### config.mk
export PLATFORM = sky130hd
export DESIGN_NAME = ffdl_csr
export DESIGN_NICKNAME = d
export VERILOG_FILES = /design/src/rtl/fractional_feedback_delay_line_top_macros.svh /design/src/rtl/ffdl_pkg.sv /design/src/rtl/ffdl_csr.sv
export SDC_FILE = /design/constraint.sdc
export NUM_CORES = 1
export LEC_CHECK = 0
export ABC_AREA = 1
export ABC_CLOCK_PERIOD_IN_PS = 2400
export BUFFER_PORTS_ARGS = -buffer_cell sky130_fd_sc_hd__buf_4
export CORE_ASPECT_RATIO = 2
export CORE_UTILIZATION = 49
export CTS_BUF_LIST = sky130_fd_sc_hd__clkbuf_16
export DETAILED_ROUTE_END_ITERATION = 6
export MAX_ROUTING_LAYER = met4
export PLACE_DENSITY = 0.94
export SYNTH_ARGS = -nofsm -noshare
export SYNTH_HDL_FRONTEND = slang
export SYNTH_SLANG_ARGS = --single-unit
### constraint.sdc
create_clock -name clock -period 2.4 [get_ports clock]
set_clock_uncertainty 0.2 [all_clocks]
set_input_delay 0.36 -clock clock [delete_from_list [all_inputs] [get_ports clock]]
set_output_delay 0.36 -clock clock [all_outputs]
set_load 0.1 [all_outputs]
### src/rtl/fractional_feedback_delay_line_top_macros.svh
// assertion macros for the fractional feedback delay line
// used by the top level only, compiled out when SYNTHESIS is defined
`ifndef FRACTIONAL_FEEDBACK_DELAY_LINE_TOP_MACROS_SVH
`define FRACTIONAL_FEEDBACK_DELAY_LINE_TOP_MACROS_SVH
`ifndef SYNTHESIS
`define FFDL_ASSERT_IMP(label, clk, rst, ante, cons) \
   label: assert property (@(posedge clk) disable iff (rst) (ante) |-> (cons)) \
      else $error("ffdl assertion failed");
`define FFDL_ASSERT_NXT(label, clk, rst, ante, cons) \
   label: assert property (@(posedge clk) disable iff (rst) (ante) |=> (cons)) \
      else $error("ffdl assertion failed");
`else
`define FFDL_ASSERT_IMP(label, clk, rst, ante, cons)
`define FFDL_ASSERT_NXT(label, clk, rst, ante, cons)
`endif
`endif

### src/rtl/ffdl_pkg.sv
// shared types, constants and helpers of the fractional feedback delay line
// no dependencies
package ffdl_pkg;

   localparam int DEPTH_DEFAULT       = 65536;
   localparam int CHANNELS_DEFAULT    = 2;
   localparam int SAMPLE_BITS_DEFAULT = 16;

   localparam int DELAY_BITS   = 24;
   localparam int GAIN_BITS    = 16;
   localparam int FRAC_BITS    = 8;
   localparam int FRAC_ONE     = 1 << FRAC_BITS;
   localparam int ECHO_SHIFT   = 23;
   localparam int ECHO_ROUND   = 1 << (ECHO_SHIFT - 1);
   localparam int QUEUE_DEPTH  = 2;
   localparam int CSR_ADDR_BITS = 5;
   localparam int CSR_DATA_BITS = 32;

   localparam logic [DELAY_BITS-1:0] DELAY_MIN   = 24'd26;
   localparam logic [DELAY_BITS-1:0] DELAY_RESET = 24'd1228800;
   localparam logic [GAIN_BITS-1:0]  GAIN_ONE    = 16'd32768;
   localparam logic [GAIN_BITS-1:0]  GAIN_RESET  = 16'd0;

   typedef enum logic [2:0] {
      REG_DELAY_LENGTH  = 3'd0,
      REG_FEEDBACK_GAIN = 3'd1,
      REG_RECIRCULATE   = 3'd2,
      REG_TAKE_INPUT    = 3'd3,
      REG_INVERT_ECHO   = 3'd4,
      REG_KEEP_DRY      = 3'd5
   } reg_index_type;

   typedef struct packed {
      logic recirculate;
      logic take_input;
      logic invert_echo;
      logic keep_dry;
   } echo_mode_type;

   typedef struct packed {
      logic [DELAY_BITS-1:0] delay_length;
      logic [GAIN_BITS-1:0]  feedback_gain;
      echo_mode_type         mode;
   } echo_cfg_type;

   typedef struct packed {
      logic empty;
      logic full;
   } queue_status_type;

   typedef struct packed {
      logic pop;
      logic mem_write;
   } back_status_type;

   localparam echo_mode_type MODE_RESET = '{
      recirculate: 1'b1, take_input: 1'b1, invert_echo: 1'b0, keep_dry: 1'b1
   };

   function automatic int chan_bits(input int channels);
      return (channels > 1) ? $clog2(channels) : 1;
   endfunction

   function automatic int item_bits(input int sample_bits, input int addr_bits,
                                    input int chan_width);
      return 1 + chan_width + sample_bits + addr_bits + FRAC_BITS + GAIN_BITS +
             $bits(echo_mode_type);
   endfunction

endpackage

### src/rtl/ffdl_csr.sv
// configuration registers behind the apb-style port
// depends on ffdl_pkg
module ffdl_csr (
   input  logic                                  clock,
   input  logic                                  reset,
   input  logic                                  csr_psel,
   input  logic                                  csr_penable,
   input  logic                                  csr_pwrite,
   input  logic [ffdl_pkg::CSR_ADDR_BITS-1:0]    csr_paddr,
   input  logic [ffdl_pkg::CSR_DATA_BITS-1:0]    csr_pwdata,
   output logic [ffdl_pkg::CSR_DATA_BITS-1:0]    csr_prdata,
   output logic                                  csr_pready,
   output ffdl_pkg::echo_cfg_type                cfg
);
   import ffdl_pkg::*;

   logic [DELAY_BITS-1:0] delay_ff, delay_in;
   logic [GAIN_BITS-1:0]  gain_ff, gain_in;
   echo_mode_type         mode_ff, mode_in;
   logic                  wr;
   reg_index_type         index;

   assign csr_pready = 1'b1;
   assign wr         = csr_psel && csr_penable && csr_pwrite;
   assign index      = reg_index_type'(csr_paddr[CSR_ADDR_BITS-1:2]);

   always_comb begin
      delay_in = delay_ff;
      gain_in  = gain_ff;
      mode_in  = mode_ff;
      if (wr) begin
         case (index)
            REG_DELAY_LENGTH:  delay_in = csr_pwdata[DELAY_BITS-1:0];
            REG_FEEDBACK_GAIN: gain_in = csr_pwdata[GAIN_BITS-1:0];
            REG_RECIRCULATE:   mode_in.recirculate = csr_pwdata[0];
            REG_TAKE_INPUT:    mode_in.take_input = csr_pwdata[0];
            REG_INVERT_ECHO:   mode_in.invert_echo = csr_pwdata[0];
            REG_KEEP_DRY:      mode_in.keep_dry = csr_pwdata[0];
            default: ;
         endcase
      end
   end

   always_comb begin
      case (index)
         REG_DELAY_LENGTH:  csr_prdata = CSR_DATA_BITS'(delay_ff);
         REG_FEEDBACK_GAIN: csr_prdata = CSR_DATA_BITS'(gain_ff);
         REG_RECIRCULATE:   csr_prdata = CSR_DATA_BITS'(mode_ff.recirculate);
         REG_TAKE_INPUT:    csr_prdata = CSR_DATA_BITS'(mode_ff.take_input);
         REG_INVERT_ECHO:   csr_prdata = CSR_DATA_BITS'(mode_ff.invert_echo);
         REG_KEEP_DRY:      csr_prdata = CSR_DATA_BITS'(mode_ff.keep_dry);
         default:           csr_prdata = '0;
      endcase
   end

   always_ff @(posedge clock) begin
      if (reset) begin
         delay_ff <= DELAY_RESET;
         gain_ff  <= GAIN_RESET;
         mode_ff  <= MODE_RESET;
      end else begin
         delay_ff <= delay_in;
         gain_ff  <= gain_in;
         mode_ff  <= mode_in;
      end
   end

   assign cfg.delay_length  = delay_ff;
   assign cfg.feedback_gain = gain_ff;
   assign cfg.mode          = mode_ff;

endmodule

==> results.cfg <==
[status]
outcome = complete, no violations

[final_layout]
areaGrowthSynthToFinish_pct = 38.5
finish.utilization_pct = 70.6
nets = 496
drive_above_1_share_pct = 29.9
antennaDiodeCount = 0

[clock_network]
htreeDepth = 2
postCtsSetupRepairBufs = 0
cts.hold.buffers_added = 0
numCtsBuffers = 5
clk_pin_slew_ps = 60
cts-root-buf = clkbuf_16
post_cts_repair_resize_count = 0
clock_sink_count = 44
cts.path.max_buffers = 2
worst_skew_pair.late_latency_ps = 280
cts_tree = yes

[global_routing]
wire_length_of_the_first_global_routing_pass_um = 9820
globalRouteOverflowTotal = 0
grt_start_max_net_pins = 29
antenna_found_initial = 0
gr-usage-all-layers_pct = 25.6
first_global_vias = 2321

[place]
port_buffers = 99
hpwlAfterDp_um = 4440
weighted_congestion_at_the_end_of_routability_driven_global_placement = 0.791

[worst_setup_path]
setup.worst_path.class = in -> out
path_max_fanout = 27
worst-endpoint-required_ps = 1840
cpPeakStageDelay_ps = 330
critical_path_buf_inv_count = 3
critPathLaunchType = input port
crit_chain = buf_4 > inv_2 > nand2_2 > nor2_8 > nand2_1 > nand2_1 > buf_4
critical_path.reg2reg.endpoint = gain_ff[1]
r2r_start = gain_ff[1]
reg_to_reg_setup_timing_slack_ps = 1570
cp-startpoint = csr_paddr[3]
worst_path_max_delay_cell = nor2_8
cp.arrival_ps = 1510
setup.worst_path.end_class = primary output
worstRegToRegCells = 2
timing.critical_path.max_delay_family = simple AND/OR/NAND/NOR gates

[sta]
hold_viol_final = 0
timing.slew.headroom_pct = 46.9
setup_viol = 0
fin_crit_ps = 2070
totalNegativeSetupSlack_ps = 0
timing.fmax_mhz = 482
rsz0062_at_grt = no
final_min_period_over_clock_period_pct = 86.5
worst_slew_pin_slew_ps = 792
finalMaxSlewViolations = 0

[yosys]
synth-main-ff-cell = dfxtp_1
synth_top_area_share_pct = 37.6
post_synth_num_cell_types = 23
synth_most_common_cell = nand2_1
yosysTopAreaCell = dfxtp_1
synth_area_per_cell_um2 = 6.47
syn-cell-area_um2 = 2340
ys.warnings.count = 0
synth_enable_flop_cells = 0
ys_top_cells_by_area = dfxtp_1 38%, nand2_1 17%, nor2_1 14%, nand3_1 10%, inv_1 5.1%
proportion_of_synthesized_chip_area_in_sequential_cells_pct = 37.6
synth_async_sr_flop_share_pct = 0
synth_cells = 362
synth.ff_latch_count = 44
synth_commonest_cells = 104 x nand2_1, 85 x nor2_1, 49 x nand3_1, 44 x dfxtp_1, 32 x inv_1

[hold_path]
min-delay-path-class = in -> reg
worst_hold_path.num_cells = 3
hold_path_startpoint = csr_pwdata[17]
worstHoldEndpoint = delay_ff[17]

[drt]
number_of_detailed_route_iterations_in_the_first_pass = 4
vias = 2502
drt-initial-drc-count = 63
antenna_violating_nets_post_route = 0
post-route-drc-count = 0
avgViaCountPerCell = 4.91
wl_per_cell_um = 11.7
totalWireLength_um = 5990

[floorplan]
pin_count = 119
die_w_um = 50.9
design.core.area_um2 = 4600
fp.dieH_um = 99.8
area_of_the_die_um2 = 5080
start_util_pct = 51.0
placementRows = 35

[pwr]
leakagePower_nw = 1.70
irDropWorstVdd_v = 0.000565
power.density_cell_area_nw_per_um2 = 572

[run]
cap_viol_max_count = 0
-- cells in the final DEF (no fill, tap or decap) --
cell type / count
a21oi_1: 1
buf_4: 106
bufinv_16: 1
clkbuf_16: 5
clkinv_1: 3
conb_1: 9
dfxtp_1: 40
dfxtp_2: 4
inv_1: 32
inv_2: 2
inv_4: 1
nand2_1: 104
nand2_2: 1
nand2_4: 1
nand3_1: 49
nand3_2: 1
nand3_4: 1
nand4_1: 2
nor2_1: 77
nor2_4: 11
nor2_8: 2
nor3_1: 1
o21ai_0: 1
-- cell families after synthesis --
logic type,Yosys count,synth area share [%]
buffers and inverters,64,15.1
flip-flops,44,37.6
AND/OR/NAND/NOR,250,46.6
AO/OA/AOI/OAI,2,0.427
other,2,0.320
-- sequential cells by signal, indices dropped and copies added, names as in the netlist --
signal and flops:
cfg 4, delay_ff 24, gain_ff 16
-- tightest hold or removal path, stage by stage --
cell and delay [ps]:
buf_4 70, nand2_1 40, nand3_1 70
-- per-layer routing --
layer	share of wire, %	wire [um]	global-route usage (%)
met1	36	2150	25.2
met2	55	3310	46.2
met3	5.4	322	4.85
met4	3.4	206	12.4
met5	0	0	-
-- worst max path at each step --
stage | cells past startpoint | to
after floorplan | 4 | csr_prdata[0]
after global placement | 7 | csr_prdata[8]
after detailed placement | 7 | csr_prdata[12]
after CTS | 7 | csr_prdata[12]
after global routing | 7 | csr_prdata[9]
final | 7 | csr_prdata[12]
-- through the flow --
step | total power [mW] | worst slack (ps) | cell area, um^2 | cells | hold WS (ps)
after floorplan | 1.05 | 28.1 | 2430 | 369 | 286
after global placement | 1.12 | 353 | 3080 | 502 | 247
after detailed placement | 1.12 | 322 | 3080 | 502 | 260
after CTS | 1.86 | 318 | 3250 | 510 | 96.6
after global routing | 1.91 | 202 | 3250 | 510 | 111
final | 1.86 | 325 | 3250 | 510 | 94.7
-- area by class of cell --
class / instances / area (um^2)
fillers: 387 / 1350
clock buffers: 5 / 125
inverters: 36 / 138
well taps: 55 / 68.8
clock inverters: 3 / 37.5
multi-input cells: 261 / 1190
repair buffers: 106 / 796
flip-flops and latches: 44 / 886
-- power breakdown --
| part | total (mW) | leakage, nW | switching [mW] | internal, mW |
|---|---|---|---|---|
| combinational | 0.359 | 1.26 | 0.274 | 0.0855 |
| clock | 0.748 | 0.0789 | 0.265 | 0.483 |
| sequential | 0.748 | 0.355 | 0.00777 | 0.740 |
| total | 1.86 | 1.70 | 0.546 | 1.31 |
No activity file was read; power rests on OpenSTA's default activity.
