`config.mk`:
```
export PLATFORM = sky130hd
export DESIGN_NAME = ffdl_front_flat
export DESIGN_NICKNAME = d
export VERILOG_FILES = /design/src/rtl/fractional_feedback_delay_line_top_macros.svh /design/src/rtl/ffdl_pkg.sv /design/src/rtl/ffdl_if.sv /design/src/rtl/ffdl_front.sv /design/src/flat_wrapper.sv
export SDC_FILE = /design/constraint.sdc
export NUM_CORES = 1
export LEC_CHECK = 0
export ABC_AREA = 1
export CAP_MARGIN = 0
export CORE_AREA = 2 2 49 51
export DETAILED_ROUTE_END_ITERATION = 7
export DIE_AREA = 0 0 51 53
export DONT_BUFFER_PORTS = 1
export PLACE_DENSITY = 0.45
export SYNTH_ARGS = -nofsm -noshare
export SYNTH_HDL_FRONTEND = slang
export SYNTH_SLANG_ARGS = --single-unit
```
`constraint.sdc`:
```
create_clock -name vclk -period 1
set_clock_uncertainty 0.05 [all_clocks]
set_input_delay 0.05 -clock vclk [all_inputs]
set_output_delay 0.05 -clock vclk [all_outputs]
set_load 0.02 [all_outputs]
```
`src/rtl/fractional_feedback_delay_line_top_macros.svh`:
```
// assertion macros for the fractional feedback delay line
// used by the top level only, compiled out when SYNTHESIS is defined
`ifndef FRACTIONAL_FEEDBACK_DELAY_LINE_TOP_MACROS_SVH
`define FRACTIONAL_FEEDBACK_DELAY_LINE_TOP_MACROS_SVH
`ifndef SYNTHESIS
`define FFDL_ASSERT_IMP(label, clk, rst, ante, cons) \
   label: assert property (@(posedge clk) disable iff (rst) (ante) |-> (cons)) \
      else $error("ffdl assertion failed");
`define FFDL_ASSERT_NXT(label, clk, rst, ante, cons) \
   label: assert property (@(posedge clk) disable iff (rst) (ante) |=> (cons)) \
      else $error("ffdl assertion failed");
`else
`define FFDL_ASSERT_IMP(label, clk, rst, ante, cons)
`define FFDL_ASSERT_NXT(label, clk, rst, ante, cons)
`endif
`endif

```
`src/rtl/ffdl_pkg.sv`:
```
// shared types, constants and helpers of the fractional feedback delay line
// no dependencies
package ffdl_pkg;

   localparam int DEPTH_DEFAULT       = 65536;
   localparam int CHANNELS_DEFAULT    = 2;
   localparam int SAMPLE_BITS_DEFAULT = 16;

   localparam int DELAY_BITS   = 24;
   localparam int GAIN_BITS    = 16;
   localparam int FRAC_BITS    = 8;
   localparam int FRAC_ONE     = 1 << FRAC_BITS;
   localparam int ECHO_SHIFT   = 23;
   localparam int ECHO_ROUND   = 1 << (ECHO_SHIFT - 1);
   localparam int QUEUE_DEPTH  = 2;
   localparam int CSR_ADDR_BITS = 5;
   localparam int CSR_DATA_BITS = 32;

   localparam logic [DELAY_BITS-1:0] DELAY_MIN   = 24'd26;
   localparam logic [DELAY_BITS-1:0] DELAY_RESET = 24'd1228800;
   localparam logic [GAIN_BITS-1:0]  GAIN_ONE    = 16'd32768;
   localparam logic [GAIN_BITS-1:0]  GAIN_RESET  = 16'd0;

   typedef enum logic [2:0] {
      REG_DELAY_LENGTH  = 3'd0,
      REG_FEEDBACK_GAIN = 3'd1,
      REG_RECIRCULATE   = 3'd2,
      REG_TAKE_INPUT    = 3'd3,
      REG_INVERT_ECHO   = 3'd4,
      REG_KEEP_DRY      = 3'd5
   } reg_index_type;

   typedef struct packed {
      logic recirculate;
      logic take_input;
      logic invert_echo;
      logic keep_dry;
   } echo_mode_type;

   typedef struct packed {
      logic [DELAY_BITS-1:0] delay_length;
      logic [GAIN_BITS-1:0]  feedback_gain;
      echo_mode_type         mode;
   } echo_cfg_type;

   typedef struct packed {
      logic empty;
      logic full;
   } queue_status_type;

   typedef struct packed {
      logic pop;
      logic mem_write;
   } back_status_type;

   localparam echo_mode_type MODE_RESET = '{
      recirculate: 1'b1, take_input: 1'b1, invert_echo: 1'b0, keep_dry: 1'b1
   };

   function automatic int chan_bits(input int channels);
      return (channels > 1) ? $clog2(channels) : 1;
   endfunction

   function automatic int item_bits(input int sample_bits, input int addr_bits,
                                    input int chan_width);
      return 1 + chan_width + sample_bits + addr_bits + FRAC_BITS + GAIN_BITS +
             $bits(echo_mode_type);
   endfunction

endpackage

```
`src/rtl/ffdl_if.sv`:
```
// request and response channel interfaces of the fractional feedback delay line
// depends on ffdl_pkg
interface ffdl_req_if #(
   parameter int SAMPLE_BITS = ffdl_pkg::SAMPLE_BITS_DEFAULT
) ();
   logic                          valid;
   logic                          ready;
   logic                          channel;
   logic signed [SAMPLE_BITS-1:0] sample_in;

   modport source(output valid, channel, sample_in, input ready);
   modport sink(input valid, channel, sample_in, output ready);
endinterface


```
`src/rtl/ffdl_front.sv`:
```
// front end: accepts request beats, clamps delay and gain, picks the channel memory
// depends on ffdl_pkg and ffdl_if
module ffdl_front #(
   parameter int DEPTH       = ffdl_pkg::DEPTH_DEFAULT,
   parameter int CHANNELS    = ffdl_pkg::CHANNELS_DEFAULT,
   parameter int SAMPLE_BITS = ffdl_pkg::SAMPLE_BITS_DEFAULT,
   localparam int AW = $clog2(DEPTH),
   localparam int CW = ffdl_pkg::chan_bits(CHANNELS),
   localparam int IW = ffdl_pkg::item_bits(SAMPLE_BITS, AW, CW)
) (
   ffdl_req_if.sink                  req_bus,
   input  ffdl_pkg::echo_cfg_type    cfg,
   input  ffdl_pkg::queue_status_type q_stat,
   output logic                      push,
   output logic [IW-1:0]             item
);
   import ffdl_pkg::*;

   localparam logic [31:0] DMAX = 32'((DEPTH - 2) * FRAC_ONE);

   logic [31:0]          dly_ext, dly_cl;
   logic [GAIN_BITS-1:0] gain_cl;
   logic [CW-1:0]        ch;

   assign req_bus.ready = !q_stat.full;
   assign push          = req_bus.valid && req_bus.ready;

   always_comb begin
      dly_ext = 32'(cfg.delay_length);
      if (dly_ext < 32'(DELAY_MIN)) begin
         dly_cl = 32'(DELAY_MIN);
      end else if (dly_ext > DMAX) begin
         dly_cl = DMAX;
      end else begin
         dly_cl = dly_ext;
      end
      gain_cl = (cfg.feedback_gain > GAIN_ONE) ? GAIN_ONE : cfg.feedback_gain;
      ch = (CHANNELS > 1) ? CW'(req_bus.channel) : '0;
   end

   assign item = {req_bus.channel, ch, req_bus.sample_in,
                  dly_cl[AW+FRAC_BITS-1:FRAC_BITS], dly_cl[FRAC_BITS-1:0],
                  gain_cl, cfg.mode};

endmodule

```
`src/flat_wrapper.sv`:
```
// flat-port wrapper written by rule: the top's interface ports become plain ports
module ffdl_front_flat import ffdl_pkg::*;
#(
   parameter int DEPTH       = ffdl_pkg::DEPTH_DEFAULT,
   parameter int CHANNELS    = ffdl_pkg::CHANNELS_DEFAULT,
   parameter int SAMPLE_BITS = ffdl_pkg::SAMPLE_BITS_DEFAULT,
   localparam int AW = $clog2(DEPTH),
   localparam int CW = ffdl_pkg::chan_bits(CHANNELS),
   localparam int IW = ffdl_pkg::item_bits(SAMPLE_BITS, AW, CW)
)
  (cfg, q_stat, push, item, req_bus_valid, req_bus_channel, req_bus_sample_in, req_bus_ready);
  ffdl_req_if #(.SAMPLE_BITS(SAMPLE_BITS)) req_bus_i ();
  input  ffdl_pkg::echo_cfg_type cfg;
  input  ffdl_pkg::queue_status_type q_stat;
  output logic push;
  output logic [IW-1:0] item;
  input wire logic [$bits(req_bus_i.valid)-1:0] req_bus_valid;
  input wire logic [$bits(req_bus_i.channel)-1:0] req_bus_channel;
  input wire logic [$bits(req_bus_i.sample_in)-1:0] req_bus_sample_in;
  output wire logic [$bits(req_bus_i.ready)-1:0] req_bus_ready;
  assign req_bus_i.valid = req_bus_valid;
  assign req_bus_i.channel = req_bus_channel;
  assign req_bus_i.sample_in = req_bus_sample_in;
  assign req_bus_ready = req_bus_i.ready;
  ffdl_front #(.DEPTH(DEPTH), .CHANNELS(CHANNELS), .SAMPLE_BITS(SAMPLE_BITS)) u_core (.req_bus(req_bus_i), .cfg(cfg), .q_stat(q_stat), .push(push), .item(item));
endmodule
```
==> impl_metrics.json <==
{
  "status": "complete, no violations",
  "numSequentialCells": 0,
  "drc": 0,
  "yosysWarningCount": 0,
  "hold_violations": 0,
  "slew_violations": 0,
  "cap_violations": 0,
  "tightest_slew_ns": 0.3705,
  "portBuffers": 0,
  "synthCells": 143,
  "pre_cts_ws_ns": -0.08978,
  "die_y_um": 53,
  "rsz0062_at_grt": "yes",
  "die_width_um": 51,
  "synth_cell_type_count": 16,
  "num_vias": 716,
  "period_minus_slack_ns": 0.9702,
  "gp_congestion": 0.6020,
  "busiest_layer": "met2",
  "worstPathArrival_ns": 0.87,
  "slowest_delay_ns": 0.17,
  "fin_util_pct": 35.18,
  "setup_viol": 0,
  "ios": 128,
  "worstPathMaxFanout": 8,
  "core_sq_um": 2148,
  "grt_pass1_vias": 625,
  "yosysSeqAreaShare_pct": 0,
  "cp_cell_sequence": "nor2_2, nand3_2, nor2_4, nand2_4, a21boi_2, buf_4",
  "startpoint_type": "input port",
  "wl_um": 1775,
  "layout-drive-gt1-share_pct": 33.33,
  "powerDensity_nw_per_um2": 331.7,
  "use_met1_pct": 10.94,
  "finalWorstSetupSlack_ns": 0.02985,
  "ir_worst_vdd_v": 0.0001083,
  "fill_cells": 235,
  "grt_max_degree": 17,
  "grt_antenna_before_repair": 0,
  "regArea_sq_um": 0,
  "num-clock-buffers": 0,
  "dr.pass1.iters": 4,
  "syn_to_final_growth_pct": 4.679,
  "grtUsageMet3_pct": 1.130,
  "path_delay_family": "simple AND/OR/NAND/NOR gates",
  "critical_path_required_ns": 0.90,
  "setup_tns_ns": 0,
  "dp_hpwl_um": 1412,
  "overflow": 0,
  "initial_core_util_pct": 33.61,
  "grt_pass1_wl_um": 2366,
  "hold_class": "input port to primary output",
  "cts_setup_buffers": 0,
  "synth_nets": 207,
  "cp-end-kind": "primary output",
  "avgRoutedWirePerCell_um": 11.99,
  "grt_usage_pct": 10.81,
  "drt_iter0_markers": 5,
  "ant_nets": 0,
  "slowest_stage": "nor2_4",
  "slew_headroom_pct": 75.21,
  "use_met2_pct": 22.94,
  "final_common_cell": "nor2_1",
  "synth.cell_area_sq_um": 721.9,
  "crit_type": "input port to primary output",
  "design.die.area_sq_um": 2703,
  "post_synth.cell_area_avg_sq_um": 5.049,
  "fmax_mhz": 1031,
  "postCtsHoldBufs": 0,
  "antenna_cells": 0,
  "final_cell_mix": "nor2_1 (29), nand2_1 (24), inv_1 (18), buf_4 (16), a21oi_4 (6)",
  "via_per_inst": 4.838,
  "rows": 17,
  "worst-path-buf-inv": 1,
  "leakage_nw": 0.3855,
  "fin_crit_sh_pct": 97.02,
  "nets": 186
}
[cell type report]
cell class	instances	area, sq um	share of cell area [%]
inverter	20	82.58	10.93
multi-input combinational	84	518.0	68.54
tap	28	35.03	4.636
timing repair buffer	16	120.1	15.89
[cell families (layout without fill, tap and decap cells)]
group | count (synthesis) | count (layout) | share of synthesized area [%]
buffers and inverters | 60 | 36 | 43.85
AO/OA/AOI/OAI | 15 | 15 | 17.68
AND/OR/NAND/NOR | 68 | 69 | 38.48
[layer usage]
metal  up-vias  share of wire [%]  wire length (um)
met5         -                  0                 0
met4         0                1.6                28
met3         6                 10               186
met2        58                 55               975
met1       300                 33               585
li1        352                  -                 -
[stage by stage]
step / instances / hold WS, ns / power (W) / area [sq um]
detailed placement: 147 / 0.05014 / 0.0002247 / 635.6
finish: 148 / 0.05001 / 0.0002507 / 755.7
global placement: 147 / 0.05014 / 0.0002226 / 635.6
floorplan: 143 / 0.1266 / 0.0003666 / 721.9
global route: 148 / 0.05002 / 0.0002705 / 755.7
CTS: 148 / 0.05014 / 0.0002421 / 716.9
[power breakdown]
| group | internal [W] | total [W] | switching [W] |
|---|---|---|---|
| registers | 0 | 0 | 0 |
| clock network | 0 | 0 | 0 |
| logic | 0.000105 | 0.000251 | 0.000146 |
[path summary, 6_finish.rpt]
kind	startpoint	depth (start not counted)	endpoint	slack, ns
max	cfg[6]	6	item[12]	0.03
min	req_bus_sample_in[1]	0	item[45]	0.05
[synthesized netlist by cell type]
master	number	area (sq um)
buf_4	22	165.2
a21boi_0	5	37.54
nand3b_1	1	7.510
a21oi_2	9	78.83
nor2_2	2	12.51
clkbuf_1	16	60.06
inv_1	20	75.07
nand2_1	24	90.09
buf_2	1	5.000
nor2_1	32	120.1
nor3_1	1	5.000
a21boi_2	1	11.26
and2_1	1	6.260
buf_6	1	11.26
nand3_1	6	30.03
nand2_2	1	6.260
[timing repair]
action / in CTS / in global routing
gates cloned: 1 / 0
resized for setup: 12 / 15
endpoints found under the setup margin: 15 / 16
pin swaps: 1 / 5
Note: power is estimated with default switching activity, not from simulation.
