[src/rtl/fractional_feedback_delay_line_top_macros.svh]
// assertion macros for the fractional feedback delay line
// used by the top level only, compiled out when SYNTHESIS is defined
`ifndef FRACTIONAL_FEEDBACK_DELAY_LINE_TOP_MACROS_SVH
`define FRACTIONAL_FEEDBACK_DELAY_LINE_TOP_MACROS_SVH
`ifndef SYNTHESIS
`define FFDL_ASSERT_IMP(label, clk, rst, ante, cons) \
   label: assert property (@(posedge clk) disable iff (rst) (ante) |-> (cons)) \
      else $error("ffdl assertion failed");
`define FFDL_ASSERT_NXT(label, clk, rst, ante, cons) \
   label: assert property (@(posedge clk) disable iff (rst) (ante) |=> (cons)) \
      else $error("ffdl assertion failed");
`else
`define FFDL_ASSERT_IMP(label, clk, rst, ante, cons)
`define FFDL_ASSERT_NXT(label, clk, rst, ante, cons)
`endif
`endif

[src/rtl/ffdl_pkg.sv]
// shared types, constants and helpers of the fractional feedback delay line
// no dependencies
package ffdl_pkg;

   localparam int DEPTH_DEFAULT       = 65536;
   localparam int CHANNELS_DEFAULT    = 2;
   localparam int SAMPLE_BITS_DEFAULT = 16;

   localparam int DELAY_BITS   = 24;
   localparam int GAIN_BITS    = 16;
   localparam int FRAC_BITS    = 8;
   localparam int FRAC_ONE     = 1 << FRAC_BITS;
   localparam int ECHO_SHIFT   = 23;
   localparam int ECHO_ROUND   = 1 << (ECHO_SHIFT - 1);
   localparam int QUEUE_DEPTH  = 2;
   localparam int CSR_ADDR_BITS = 5;
   localparam int CSR_DATA_BITS = 32;

   localparam logic [DELAY_BITS-1:0] DELAY_MIN   = 24'd26;
   localparam logic [DELAY_BITS-1:0] DELAY_RESET = 24'd1228800;
   localparam logic [GAIN_BITS-1:0]  GAIN_ONE    = 16'd32768;
   localparam logic [GAIN_BITS-1:0]  GAIN_RESET  = 16'd0;

   typedef enum logic [2:0] {
      REG_DELAY_LENGTH  = 3'd0,
      REG_FEEDBACK_GAIN = 3'd1,
      REG_RECIRCULATE   = 3'd2,
      REG_TAKE_INPUT    = 3'd3,
      REG_INVERT_ECHO   = 3'd4,
      REG_KEEP_DRY      = 3'd5
   } reg_index_type;

   typedef struct packed {
      logic recirculate;
      logic take_input;
      logic invert_echo;
      logic keep_dry;
   } echo_mode_type;

   typedef struct packed {
      logic [DELAY_BITS-1:0] delay_length;
      logic [GAIN_BITS-1:0]  feedback_gain;
      echo_mode_type         mode;
   } echo_cfg_type;

   typedef struct packed {
      logic empty;
      logic full;
   } queue_status_type;

   typedef struct packed {
      logic pop;
      logic mem_write;
   } back_status_type;

   localparam echo_mode_type MODE_RESET = '{
      recirculate: 1'b1, take_input: 1'b1, invert_echo: 1'b0, keep_dry: 1'b1
   };

   function automatic int chan_bits(input int channels);
      return (channels > 1) ? $clog2(channels) : 1;
   endfunction

   function automatic int item_bits(input int sample_bits, input int addr_bits,
                                    input int chan_width);
      return 1 + chan_width + sample_bits + addr_bits + FRAC_BITS + GAIN_BITS +
             $bits(echo_mode_type);
   endfunction

endpackage

[src/rtl/ffdl_queue.sv]
// short queue of classified items between front and back end
// depends on ffdl_pkg
module ffdl_queue #(
   parameter int W = 32
) (
   input  logic                       clock,
   input  logic                       reset,
   input  logic                       push,
   input  logic [W-1:0]               push_data,
   input  logic                       pop,
   output logic [W-1:0]               head,
   output ffdl_pkg::queue_status_type q_stat
);
   import ffdl_pkg::*;

   localparam int PW = (QUEUE_DEPTH > 1) ? $clog2(QUEUE_DEPTH) : 1;
   localparam int NW = $clog2(QUEUE_DEPTH + 1);

   logic [W-1:0]  slot_ff [QUEUE_DEPTH];
   logic [PW-1:0] wr_ptr_ff, wr_ptr_in;
   logic [PW-1:0] rd_ptr_ff, rd_ptr_in;
   logic [NW-1:0] count_ff, count_in;

   always_comb begin
      wr_ptr_in = wr_ptr_ff;
      rd_ptr_in = rd_ptr_ff;
      if (push) begin
         wr_ptr_in = (wr_ptr_ff == PW'(QUEUE_DEPTH - 1)) ? '0 : wr_ptr_ff + 1'b1;
      end
      if (pop) begin
         rd_ptr_in = (rd_ptr_ff == PW'(QUEUE_DEPTH - 1)) ? '0 : rd_ptr_ff + 1'b1;
      end
      count_in = count_ff + NW'(push) - NW'(pop);
   end

   always_ff @(posedge clock) begin
      if (reset) begin
         wr_ptr_ff <= '0;
         rd_ptr_ff <= '0;
         count_ff  <= '0;
      end else begin
         wr_ptr_ff <= wr_ptr_in;
         rd_ptr_ff <= rd_ptr_in;
         count_ff  <= count_in;
      end
   end

   always_ff @(posedge clock) begin
      if (push) begin
         slot_ff[wr_ptr_ff] <= push_data;
      end
   end

   assign head         = slot_ff[rd_ptr_ff];
   assign q_stat.empty = (count_ff == '0);
   assign q_stat.full  = (count_ff == NW'(QUEUE_DEPTH));

endmodule

[config.mk]
export PLATFORM = sky130hd
export DESIGN_NAME = ffdl_queue
export DESIGN_NICKNAME = d
export VERILOG_FILES = /design/src/rtl/fractional_feedback_delay_line_top_macros.svh /design/src/rtl/ffdl_pkg.sv /design/src/rtl/ffdl_queue.sv
export SDC_FILE = /design/constraint.sdc
export NUM_CORES = 1
export LEC_CHECK = 0
export BUFFER_PORTS_ARGS = -buffer_cell sky130_fd_sc_hd__buf_4
export CORE_AREA = 2 2 98 100
export CTS_CLUSTER_SIZE = 28
export DETAILED_ROUTE_END_ITERATION = 6
export DIE_AREA = 0 0 100 102
export GPL_TIMING_DRIVEN = 0
export PLACE_DENSITY = 0.59
export SYNTH_ARGS = -nofsm -noshare
export SYNTH_HDL_FRONTEND = slang
export SYNTH_SLANG_ARGS = --single-unit
[constraint.sdc]
create_clock -name clock -period 3.6 [get_ports clock]
set_input_delay 0.72 -clock clock [delete_from_list [all_inputs] [get_ports clock]]
set_output_delay 0.72 -clock clock [all_outputs]
set_load 0.05 [all_outputs]
==> metrics.txt, run 1 <==
status completed; core area 0.00911 mm2; design area 0.00358 mm2; register area share after synthesis 0.754; top-count cell post-synth edfxtp_1; crit-path cells buf_6 > buf_12 > mux2_4 > buf_4; Starting DRT DRC Count 11; H-tree depth 3; Die ar. 0.0102 mm2; Max Fclk 0.461 GHz; CTS buffer count 9; synth cell count leaders 64 x edfxtp_1, 30 x mux2_4, 5 x dfxtp_1, 5 x nor2_1; num rows 35; Synth area leaders edfxtp_1 72%, mux2_4 17%, dfxtp_1 3.7%; Post-CTS Resized 0; placed inst area 0.00337 mm2; switching power as a share of total power 0.269; Clock Path Buffers 2; clock sink total 69; Worst path max stage delay 0.32 ns; post-route DRC violation count 0; Yosys cell types 13; worst-path fanout max 10; Crit Path Class flip-flop to output port; Overflow after GRT 0; flops & latches, synth between 60 and 70; Vias per Instance 4.20; R2R Path Start wr_ptr_ff$_SDFFE_PP0P_; hold buffers post-CTS 0; fin crit period 2.17 ns; Yosys top cell area share 0.716; gpl congestion approximately 0.64; RSZ-0062 raised after global routing no; arrival time worst endpoint 1.45 ns; endpoints failing setup 0; Clock power frac 0.325; largest net degree at the start of global routing 33; Sequential Power Share 0.462; PD cells 575 mW/mm2; Syn-to-layout area delta 33.6%; die width 100 um; final worst setup slack 1.43 ns; crit end category output port; Async SR Flop Fraction 0; Leakage roughly 1.4 nW; # diodes 0; placed insts 302; Max-Cap Viols 0; total power 2.06 mW; vias in the first global route 1356; Worst Skew around 0.0085 ns; Post-synth EDFFs 64; clk_lat worst skew 0.33 ns; Ys Warns 0; Peak supply drop 0.286 mV; final instance count without filler cells 318; Synth Area per Inst 22.2 um2; synthesized area 0.00268 mm2; hold path cells 2; routed wire length per instance roughly 14 um; Worst-Margin Slew 0.823 ns; Crit-path slowest cell dfxtp_1; Final ANT Viol Nets 0; FF-to-FF setup slack 2.10 ns; Hold EP rd_ptr_ff$_SDFFE_PP0P_; startpoint class of the critical path flip-flop; Hold Crit Start rd_ptr_ff$_SDFFE_PP0P_; FF-to-FF path depth 1; worst hold path type flip-flop to flip-flop; Die Y 102 um; # nets final 240; first-pass detailed-route iteration total 4; combinational power share 0.213; Starting Density 0.295; switching power 0.554 mW; total number of vias 1337; initial antenna violation count 0; WP buf/inv 3; first-pass GRT wire length 6760 um; Post-Synthesis Cells 121; pins over their slew limit 0; post-CTS setup buffers 0; Critical Path RT 2.88 ns; Hold Violations, Final 0; final WL 4570 um; fraction of layout cells with a size suffix above 1 0.594; hold_ws approximately 0.53 ns; r2r endpoint slot_ff[1][20]$_DFFE_PP_; # port buffers 69; hpwl dp ~3000 um; Main synth FF type edfxtp_1; pre-CTS WS 1.63 ns; Boundary Pins 70; TritonCTS clock tree done; root buffer cell clkbuf_8; Synth area leader edfxtp_1; Worst-path clk slew 0.06 ns; Slew headroom 0.451; Cell Int Power 1.50 mW; GRT Total Usage 0.0899; Largest delay share family, worst path buffers and inverters; fin crit share 0.602; syn nets 159
[layer usage]
layer  global-route usage  wire length, um  up-vias
met2                0.152             2330       46
met3               0.0315              290        8
met5                    0                0        -
li1                     -                -      623
met4               0.0443               73        0
met1                0.102             1880      660
[cells by family (layout without fill, tap and decap cells)]
logic type / after synthesis / after routing / share of synthesized area
buffers and inverters: 6 / 92 / 0.0294
flip-flops: 69 / 69 / 0.754
adder cells (fa/ha/maj): 2 / 2 / 0.00933
XOR/XNOR: 3 / 3 / 0.0149
multiplexers: 32 / 32 / 0.176
AND/OR/NAND/NOR: 9 / 9 / 0.0163
[power groups by stage]
stage          combinational [mW]  sequential (mW)  clock, mW
2_1_floorplan               0.315            0.965          0
3_3_place_gp                0.436            0.969          0
3_5_place_dp                0.445            0.969          0
4_1_cts                     0.446            0.951      0.697
5_1_grt                     0.461            0.956      0.729
6_report                    0.439            0.950      0.670
[layout by cell type, fill, tap and decap left out]
master	instances
nor2b_1	2
buf_12	4
buf_4	69
inv_1	2
clkbuf_1	1
mux2_4	30
and2_2	1
nor2_1	5
clkbuf_8	9
clkinv_4	2
xnor3_1	1
dfxtp_1	5
xnor2_1	2
edfxtp_1	64
bufinv_16	2
buf_6	1
ha_1	2
clkinv_2	2
mux2_2	2
nor2b_4	1
[stage by stage]
stage | setup TNS [ns] | util
floorplan | 0 | -
global placement | -3.88 | 0.367
detailed placement | 0 | 0.370
CTS | 0 | 0.393
global route | 0 | 0.393
finish | 0 | 0.393
[sequential cells by signal, indices dropped and copies added, names as in the netlist, named ones only]
signal / count
slot_ff: 64
count_ff: 2
rd_ptr_ff: 1
wr_ptr_ff: 1
[layout make-up]
type                            count  area, um2
Inverter                            2       7.51
Fill cell                         862       5530
Buffer                              4       71.3
Sequential cell                    69       2020
Timing Repair Buffer               70        538
Multi-Input combinational cell     46        591
Clock buffer                       10        128
Clock inverter                      6       87.6
Tap cell                          111        139
[worst max path at each step]
stage	startpoint	endpoint	slack [ns]	depth (start not counted)
finish	flip-flop	head[8]	1.43	4
detailed placement	push	slot_ff[1][14]$_DFFE_PP_	1.63	2
floorplan	push	slot_ff[0][0]$_DFFE_PP_	1.01	1
global placement	push	slot_ff[0][14]$_DFFE_PP_	-0.12	2
global route	flip-flop	head[8]	1.35	4
CTS	flip-flop	head[8]	1.39	4
(Power assumes the default switching activity.)
==> run 2: changes to the inputs <==
--- a/config.mk
+++ b/config.mk
@@ -11,7 +11,7 @@
 export DETAILED_ROUTE_END_ITERATION = 6
 export DIE_AREA = 0 0 100 102
 export GPL_TIMING_DRIVEN = 0
-export PLACE_DENSITY = 0.59
+export PLACE_DENSITY = 0.6
 export SYNTH_ARGS = -nofsm -noshare
 export SYNTH_HDL_FRONTEND = slang
 export SYNTH_SLANG_ARGS = --single-unit
==> constraint.sdc (replaced) <==
create_clock -name clock -period 1.9 [get_ports clock]
set_input_delay 0.38 -clock clock [delete_from_list [all_inputs] [get_ports clock]]
set_output_delay 0.38 -clock clock [all_outputs]
set_load 0.05 [all_outputs]
==> run 2 against run 1 <==
  * Via count increased by 0.75%
  * Critical path depth stayed put
  * Register-to-register slack got worse by 1.7 ns
  * Hold slack got worse by 0.31 ns
  * Sequential power rose by 89%
  * Critical path type unchanged
  * Largest power group unchanged
==> metrics.txt, run 2 (synthesis results as in run 1) <==
status completed; Peak supply drop 0.409 mV; worst-path fanout max 10; die width 100 um; Worst Skew 0.00919 ns; core area between 0.009 and 0.01 mm2; routed wire length per instance 15.1 um; placed inst area 0.00337 mm2; Leakage 1.42 nW; largest net degree at the start of global routing 33; Starting DRT DRC Count 26; root buffer cell clkbuf_8; worst hold path type input pin to flip-flop; RSZ-0062 raised after global routing no; clk_lat worst skew 0.34 ns; TritonCTS clock tree done; final instance count without filler cells between 300 and 400; CTS buffer count 9; Vias per Instance 4.24; hpwl dp 3140 um; crit end category output port; FF-to-FF setup slack between 0.3 and 0.4 ns; R2R Path Start wr_ptr_ff$_SDFFE_PP0P_; Syn-to-layout area delta 33.6%; Hold Violations, Final 0; H-tree depth 3; fin crit share 0.968; Final ANT Viol Nets 0; crit path to head[14]; Crit Path Class flip-flop to output port; startpoint class of the critical path flip-flop; Worst-Margin Slew approximately 0.84 ns; post-CTS setup buffers 0; # port buffers 69; Crit-path slowest cell dfxtp_1; design area 0.00358 mm2; # diodes 0; PD cells 1070 mW/mm2; Biggest register slot_ff; Clock Path Buffers 2; # nets final 240; register area a little over 0.002 mm2; placed insts 302; Max-Cap Viols 0; initial antenna violation count 0; FF-to-FF path depth 1; Starting Density 0.295; total power 3.84 mW; gpl congestion 0.637; first-pass detailed-route iteration total 4; num rows 35; Boundary Pins 70; FILL cells 830; vias in the first global route 1405; Slew headroom 0.440; clock sink total 69; fraction of layout cells with a size suffix above 1 0.599; max FFs per register 64; Largest regs slot_ff: 64 flops, count_ff: 2 flops; crit-path cells buf_6 > buf_12 > mux2_4 > buf_4; Critical Path RT 1.52 ns; arrival time worst endpoint roughly 1.5 ns; final WL 4790 um; r2r endpoint slot_ff[1][20]$_DFFE_PP_; first-pass GRT wire length 7110 um; Die Y between 100 and 150 um; post-route setup TNS 0 ns; endpoints failing setup 0; area occupied by multi-input gates 591 um2; Worst path max stage delay 0.33 ns; commonest non-fill, non-tap cells in the layout 64 x buf_4, 64 x edfxtp_1, 30 x mux2_4; total number of vias 1347; Die ar. 0.0102 mm2; Worst-path clk slew about 0.080 ns; GRT Total Usage 0.0968; fin crit period 1.84 ns; post-route DRC violation count 0; Max Fclk 0.544 GHz; pins over their slew limit 0; Overflow after GRT 0
-- run 2: worst max-delay path: cells and delay by family, from the launching register on --
kind / cells / cell delay, ns
mux: 1 / 0.30
buf+inv: 3 / 0.49
flops: 1 / 0.33
-- run 2: final cells by class --
type,instances,area share
sequential,69,0.564
buffer,4,0.0199
clock buffer,9,0.0346
tap,111,0.0387
clock inverter,7,0.0206
inverter,2,0.00209
multi-input combinational,46,0.165
timing repair buffer,70,0.155
-- run 2: how the worst min path moves through the flow --
| stage | startpoint | endpoint | slack [ns] | cells after the start |
|---|---|---|---|---|
| floorplan | reset | count_ff[0]$_SDFF_PP0_ | 0.45 | 1 |
| global placement | rd_ptr_ff$_SDFFE_PP0P_ | rd_ptr_ff$_SDFFE_PP0P_ | 0.50 | 2 |
| detailed placement | rd_ptr_ff$_SDFFE_PP0P_ | rd_ptr_ff$_SDFFE_PP0P_ | 0.51 | 2 |
| CTS | push_data[16] | slot_ff[1][16]$_DFFE_PP_ | 0.19 | 1 |
| global route | push_data[23] | slot_ff[0][23]$_DFFE_PP_ | 0.20 | 1 |
| finish | push_data[16] | slot_ff[0][16]$_DFFE_PP_ | 0.22 | 1 |
-- run 2: where the power goes --
part           switching [mW]  leakage, nW  total, mW  internal [mW]
sequential             0.0299        0.642       1.80           1.77
combinational           0.495        0.677      0.844          0.349
clock                   0.581        0.100       1.19          0.613
total                    1.11         1.42       3.84           2.73
-- run 2: what timing repair did --
| item | in CTS | in global routing |
|---|---|---|
| gates resized for setup | 0 | 5 |
| hold buffers | 0 | 0 |
| setup endpoints to repair | 0 | 5 |
-- run 2: metrics by stage --
stage          setup slack (ns)   util  hold slack [ns]
3_5_place_dp              0.258  0.370            0.510
6_report                 0.0606  0.394            0.216
5_1_grt                0.000356  0.394            0.197
4_1_cts                  0.0193  0.391            0.192
3_3_place_gp             -0.496  0.367            0.496
2_1_floorplan             0.241      -            0.452
-- run 2: per-layer routing --
| layer | global-route usage | routed length [um] | part of all wire |
|---|---|---|---|
| met4 | 0.0632 | 93 | 0.019 |
| met1 | 0.114 | 2170 | 0.45 |
| met2 | 0.155 | 2280 | 0.48 |
| met5 | 0 | 0 | 0 |
| met3 | 0.0287 | 248 | 0.052 |
